$ cat config.mk
export PLATFORM = sky130hd
export DESIGN_NAME = ocp_isqrt
export DESIGN_NICKNAME = d
export VERILOG_FILES = /design/src/rtl/core/ocp_pkg.sv /design/src/rtl/core/ocp_isqrt.sv
export SDC_FILE = /design/constraint.sdc
export NUM_CORES = 2
export LEC_CHECK = 0
export BUFFER_PORTS_ARGS = -buffer_cell sky130_fd_sc_hd__buf_2
export CAP_MARGIN = 40
export CORE_UTILIZATION = 65
export CTS_BUF_LIST = sky130_fd_sc_hd__clkbuf_2
export DETAILED_ROUTE_END_ITERATION = 6
export HOLD_SLACK_MARGIN = 0.03
export PLACE_DENSITY_LB_ADDON = 0.05
export SLEW_MARGIN = 20
export SYNTH_ARGS = -nofsm -noshare
export SYNTH_HDL_FRONTEND = slang
export SYNTH_SLANG_ARGS = --single-unit
$ cat constraint.sdc
create_clock -name clk -period 8.9 [get_ports clk]
set_clock_uncertainty 0.2 [all_clocks]
set_input_delay 0.445 -clock clk [delete_from_list [all_inputs] [get_ports clk]]
set_output_delay 0.445 -clock clk [all_outputs]
set_load 0.01 [all_outputs]
$ cat src/rtl/core/ocp_pkg.sv
package ocp_pkg;

  // Result-bit stages of the iterative units.
  localparam int unsigned SQRT_STEPS = 32;
  localparam int unsigned DIV_STEPS  = 22;

  typedef logic signed [31:0] coord_t;
  typedef logic [63:0]        sumsq_t;
  typedef logic [31:0]        root_t;
  typedef logic [56:0]        denom_t;
  typedef logic [21:0]        quot_t;
  typedef logic signed [19:0] pixel_t;

  // Configuration register indexes.
  typedef enum logic [2:0] {
    REG_MIRROR_XI  = 3'd0,
    REG_FOCAL_X    = 3'd1,
    REG_FOCAL_Y    = 3'd2,
    REG_PRINCIPAL  = 3'd3,
    REG_RADIAL_K1  = 3'd4,
    REG_RADIAL_K2  = 3'd5,
    REG_TANGENT_P1 = 3'd6,
    REG_TANGENT_P2 = 3'd7
  } reg_index_t;

  // Reset values of the configuration registers.
  localparam logic [23:0] XI_RESET    = 24'd2097152;
  localparam logic [23:0] FOCAL_RESET = 24'd2048000;
  localparam logic [31:0] PP_RESET    = 32'd251663360;

  // Pixel range.
  localparam pixel_t PIX_MAX = 20'sh7FFFF;
  localparam pixel_t PIX_MIN = 20'sh80000;

  // Sideband that travels with a word up to the denominator.
  typedef struct packed {
    logic        zero;
    logic        x_neg;
    logic        y_neg;
    logic        x_nz;
    logic        y_nz;
    logic [31:0] ax;
    logic [31:0] ay;
    coord_t      z;
  } side_t;

  // Flags that travel with a word after the denominator.
  typedef struct packed {
    logic zero;
    logic dpos;
    logic x_neg;
    logic y_neg;
    logic x_nz;
    logic y_nz;
    logic sat;
  } flag_t;

endpackage

$ cat src/rtl/core/ocp_isqrt.sv
module ocp_isqrt (
  input  logic            clk,
  input  logic            rst_n,
  input  logic            en,
  input  logic            vld_in,
  input  ocp_pkg::sumsq_t rad,
  output logic            vld_out,
  output ocp_pkg::root_t  root
);
  import ocp_pkg::*;

  // One result bit per stage, digit by digit from the top.
  sumsq_t                rad_r  [SQRT_STEPS-1];
  logic [33:0]           rem_r  [SQRT_STEPS-1];
  root_t                 root_r [SQRT_STEPS];
  logic [SQRT_STEPS-1:0] vld_r;

  for (genvar i = 0; i < SQRT_STEPS; i++) begin : g_step
    sumsq_t      rad_in;
    logic [33:0] rem_in;
    root_t       root_in;
    logic [35:0] rem_sh;
    logic [35:0] trial;
    logic        ge;

    if (i == 0) begin : g_first
      assign rad_in  = rad;
      assign rem_in  = '0;
      assign root_in = '0;
    end else begin : g_next
      assign rad_in  = rad_r[i-1];
      assign rem_in  = rem_r[i-1];
      assign root_in = root_r[i-1];
    end

    assign rem_sh = {rem_in, rad_in[63:62]};
    assign trial  = {2'b00, root_in, 2'b01};
    assign ge     = (rem_sh >= trial);

    always_ff @(posedge clk) begin
      if (en) begin
        root_r[i] <= {root_in[30:0], ge};
      end
    end

    // The last stage keeps only the root.
    if (i < SQRT_STEPS - 1) begin : g_keep
      always_ff @(posedge clk) begin
        if (en) begin
          rad_r[i] <= {rad_in[61:0], 2'b00};
          rem_r[i] <= ge ? 34'(rem_sh - trial) : rem_sh[33:0];
        end
      end
    end
  end

  // Valid bits move with the data.
  always_ff @(posedge clk) begin
    if (!rst_n) begin
      vld_r <= '0;
    end else if (en) begin
      vld_r <= {vld_r[SQRT_STEPS-2:0], vld_in};
    end
  end

  assign vld_out = vld_r[SQRT_STEPS-1];
  assign root    = root_r[SQRT_STEPS-1];

endmodule

# Yosys cells after proc, flatten, opt, wreduce, memory -nomap -nowiden
# Memory sizes are Yosys's and may differ from the RTL's.
# Index checks and enable logic that the tools add are counted.
# word_totals
latch_bits	0
inputBits	68
ff_bits	32
elab_cells	100
mem_bits_rw	4000
rom_bits	0
mem_count	3
out_inout_bits	33
# memory_table
name	words	width	rd	rd_ports_with_merged_regs	wr	line_no	rtl
rad_r	31	62	31	0	31	ocp_isqrt.sv:13	sumsq_t rad_r [SQRT_STEPS-1];
rem_r	31	34	31	0	31	ocp_isqrt.sv:14	logic [33:0] rem_r [SQRT_STEPS-1];
root_r	32	32	32	0	32	ocp_isqrt.sv:15	root_t root_r [SQRT_STEPS];
# op_classes
n_addsub	31
n_eq_ne	0
shifts	0
n_reduce_logical	0
div	0
n_lt_le_gt_ge	32
n_mux	33
n_mul	0
n_bitwise	0
# ops
op	n
36-bit by 34-bit >= comparator with 1-bit output	31
34-bit 2-to-1 mux	31
34-bit subtractor	30
2-bit by 1-bit subtractor with 3-bit output, second input constant	1
2-bit by 1-bit >= comparator with 1-bit output, second input constant	1
1-bit 2-to-1 mux	2

# Logic depth before layout (Yosys ltp)
# An unclocked memory read counts as a cell.
# depth
word_depth	3
depth_mapped	14

# Worst setup path before layout
# Ideal clock, no wire load.
# synth_path
path_kind	register -> register
start	mem rem_r[2][12]
end	mem rem_r[3][26] (data pin)
path_stages_with_launch	12
n_path_buf	2
slack_ns	5.252
period_less_slack_ns	3.648
arrival_time_ns	3.186
cell_sequence	edfxtp_1 > or4_4 > or4_4 > or4_4 > nor4b_4 > a211o_1 > buf_6 > or2_1 > buf_6 > nor4_2 > nor3b_2 > xor2_1
# synth_rtl
element	line_no
start: declaration	ocp_isqrt.sv:14

==> impl_metrics.py <==
metrics = {
    "grt": {
        "grt_max_degree": 180,
        "track_usage_pct": 27.4,
        "grt_pass1_wl_um": 399000,
        "grt-ovfl-total": 0,
        "antenna_found_initial": 3,
        "grt_pass1_vias": 75059,
    },
    "clocking": {
        "cts_setup_buffers": 0,
        "cts_tree": "yes",
        "cts.sinks": 2555,
        "clk_pin_slew_worst_paths_ns": 0.11,
        "cts_made_buffers": 631,
        "cts_buffer_depth": 4,
        "htreeDepth": 6,
        "insertion_delay_ns": 1.79,
        "cts-root-buf": "clkbuf_2",
    },
    "cells_and_area": {
        "fin_nets": 10711,
        "area_growth_pct": 9.77,
        "layout-drive-gt1-share_pct": 12.2,
        "fillers": 12343,
        "multi_input_area_um2": 39300,
        "seq_area_um2": 76400,
        "stdcell_count": 12887,
    },
    "yosys": {
        "synth_fa_ha_area_share_pct": 5.91,
        "syn_inst": 9214,
        "synth_edf_count": 2523,
        "yosysTopAreaCell": "edfxtp_1",
        "async_reset_ff_share_pct": 0,
        "synth_compound_area_share_pct": 9.68,
        "synth.distinct_cells": 93,
        "ys.flop_type": "edfxtp_1",
        "synth_area_um2": 119000,
        "yosysWarnings": 0,
        "ys_seq_elements": 2555,
        "synth_nets": 9844,
        "yosysTopAreaCellShare_pct": 63.7,
        "synth_xor_area_share_pct": 6.33,
        "yosysSeqAreaShare_pct": 64.2,
        "synthMuxAreaShare_pct": 1.06,
        "yosys.area_share.simple_pct": 9.99,
        "postSynthAreaPerCell_um2": 12.9,
        "synth_top_family_by_area": "simple AND/OR/NAND/NOR gates",
        "ys_top_cells_by_count": "edfxtp_1 (2523), inv_1 (683), a21oi_1 (625)",
        "ys_top_cells_by_area": "edfxtp_1 (64%), ha_1 (5.9%), xor2_1 (3.2%)",
        "yosys.cell_count.top_type": "edfxtp_1",
    },
    "sta": {
        "setup_ws_ns": 4.39,
        "fmax_mhz": 222,
        "drv_slew": 0,
        "timing.max_slew.rel_slack_pct": 21.8,
        "setup_viol": 0,
        "timing.final.crit_share_pct": 50.6,
        "min_period_ns": 4.51,
        "fin_tns_setup_ns": 0,
        "worst_pin_slew_ns": 1.17,
        "hold_viol": 0,
        "rsz0062_at_grt": "false",
    },
    "setup_path": {
        "path_cells": "inv_1, ha_1, nand2b_1, a211oi_1, nor3_1, o31ai_1, a211oi_1, o21ai_0, a211o_1, buf_4, o311ai_0, xnor2_1",
        "endpoint_kind": "register",
        "crit_type": "reg2reg",
        "critPathMaxFanout": 50,
        "start_kind": "register",
        "path_buf_inv": 2,
        "r2r_cells": 12,
        "cp.depth": 12,
        "cp.required_ns": 10.13,
        "critPathMaxStageDelay_ns": 0.64,
        "path_common_cell": "a211oi_1",
        "cp_slowest_cell": "o31ai_1",
        "arrival_ns": 5.73,
        "cp_top_family": "compound AO/OA/AOI/OAI gates",
    },
    "die": {
        "initial_core_util_pct": 65.6,
        "die_w_um": 430,
        "top_level_ports": 101,
        "die_h_um": 430,
        "num_rows": 156,
        "die_area_um2": 185000,
        "coreArea_um2": 181000,
    },
    "pwr": {
        "irDropWorstVdd_mv": 0.178,
        "p_leak_nw": 51.4,
        "p_per_area_nw_per_um2": 236,
    },
    "route": {
        "routed_via_density": 5.84,
        "drt_pass1_iterations": 6,
        "wire_per_inst_um": 19.7,
        "vias": 75233,
        "drt_iter0_drc": 6105,
        "drcViolationCount": 0,
        "routed_wirelength_um": 254000,
        "antenna_left": 0,
    },
    "placement": {
        "dpl.cell_count": 11541,
        "io_buffers": 100,
        "gp_congestion": 0.940,
        "dpl_worst_slack_ns": 4.55,
        "hpwl_um": 170000,
    },
    "flow_run": {
        "maxCapViolCount": 0,
    },
    "min_path": {
        "min_path_cells": 0,
        "hold_class": "reg2reg",
    },
    "run_status": {
        "outcome": "completed",
    },
}
==> worst register-to-register path: stages, from the launching register on <==
cell	delay (ns)
edfxtp_1	0.40
inv_1	0.15
ha_1	0.26
nand2b_1	0.17
a211oi_1	0.38
nor3_1	0.18
o31ai_1	0.64
a211oi_1	0.33
o21ai_0	0.19
a211o_1	0.28
buf_4	0.53
o311ai_0	0.30
xnor2_1	0.18
==> placed cells by master (no fill, tap or decap), types with 46 or more instances in the layout <==
| cell type | synthesis | final |
|---|---|---|
| edfxtp_1 | 2523 | 2523 |
| clkbuf_2 | 0 | 882 |
| inv_1 | 683 | 683 |
| a21oi_1 | 625 | 624 |
| nor2_1 | 575 | 574 |
| nand2_1 | 568 | 567 |
| ha_1 | 562 | 562 |
| xor2_1 | 439 | 439 |
| o21ai_0 | 431 | 430 |
| xnor2_1 | 421 | 421 |
| nor3_1 | 279 | 278 |
| dlygate4sd3_1 | 0 | 265 |
| a21o_1 | 247 | 247 |
| nand3_1 | 150 | 150 |
| clkinv_1 | 0 | 121 |
| nor4_1 | 119 | 119 |
| nor2b_1 | 111 | 111 |
| o21a_1 | 107 | 107 |
| buf_2 | 4 | 100 |
| nand4_1 | 96 | 96 |
| nand2b_1 | 94 | 94 |
| or3_1 | 93 | 93 |
| mux2_2 | 78 | 78 |
| a211oi_1 | 59 | 59 |
| or4_1 | 58 | 58 |
| o31ai_1 | 58 | 58 |
| o21bai_1 | 50 | 50 |
| and3_1 | 49 | 49 |
| or2_2 | 46 | 46 |
==> flip-flops by register name, summed over array words and instances (netlist names) <==
register and flops:
rem_r 1003, rad_r 992, root_r 528, vld_r 32
==> per-layer routing <==
metal	up-vias	part of all wire (%)	GRT usage, %
met4	0	3.6	11.4
met1	36055	41	34.2
met5	-	0	0
met3	571	5.0	4.55
met2	2365	50	47.2
li1	36242	-	-
==> power breakdown <==
part           switching [mW]  internal (mW)
sequential               1.06           15.2
combinational            4.08           3.00
clock                    4.64           2.93
==> path summary, 6_finish.rpt <==
path                      start             to  slack (ns)
setup / recovery  rad_r[28][60]  rem_r[29][31]        4.39
setup reg to reg  rad_r[28][60]  rem_r[29][31]        4.39
hold reg to reg   rad_r[16][47]  rad_r[17][49]        0.15
hold / removal    rad_r[16][47]  rad_r[17][49]        0.15
==> cell type report <==
cell class / count / area share, %
Antenna cell: 10 / 0.0192
Clock buffer: 877 / 3.36
Clock inverter: 182 / 0.768
Inverter: 686 / 1.97
Multi-Input combinational cell: 5781 / 30.1
Sequential cell: 2555 / 58.5
Tap cell: 2370 / 2.27
Timing Repair Buffer: 426 / 3.01
==> cell families (layout without fill, tap and decap cells) <==
| group | after synthesis | in the layout |
|---|---|---|
| AO/OA/AOI/OAI | 1857 | 1857 |
| XOR/XNOR | 860 | 860 |
| adder cells (fa/ha/maj) | 562 | 562 |
| buffers and inverters | 878 | 2171 |
| flip-flops | 2555 | 2555 |
| multiplexers | 116 | 116 |
| other | 1 | 11 |
| AND/OR/NAND/NOR | 2385 | 2385 |
==> stage by stage <==
step	cell area, um^2	hold WS [ns]	power (mW)	utilization [%]
5_1_grt	131000	0.0945	32.6	72.0
3_5_place_dp	122000	0.205	23.3	67.5
2_1_floorplan	119000	0.200	21.1	-
6_report	131000	0.152	30.9	72.0
4_1_cts	130000	0.0326	31.0	71.9
3_3_place_gp	122000	0.200	23.2	67.4
==> repair_timing <==
item,CTS,global route
gates resized for setup,0,0
hold endpoints to repair,2620,0
hold buffers,266,0
Note: power is estimated with default switching activity, not from simulation.
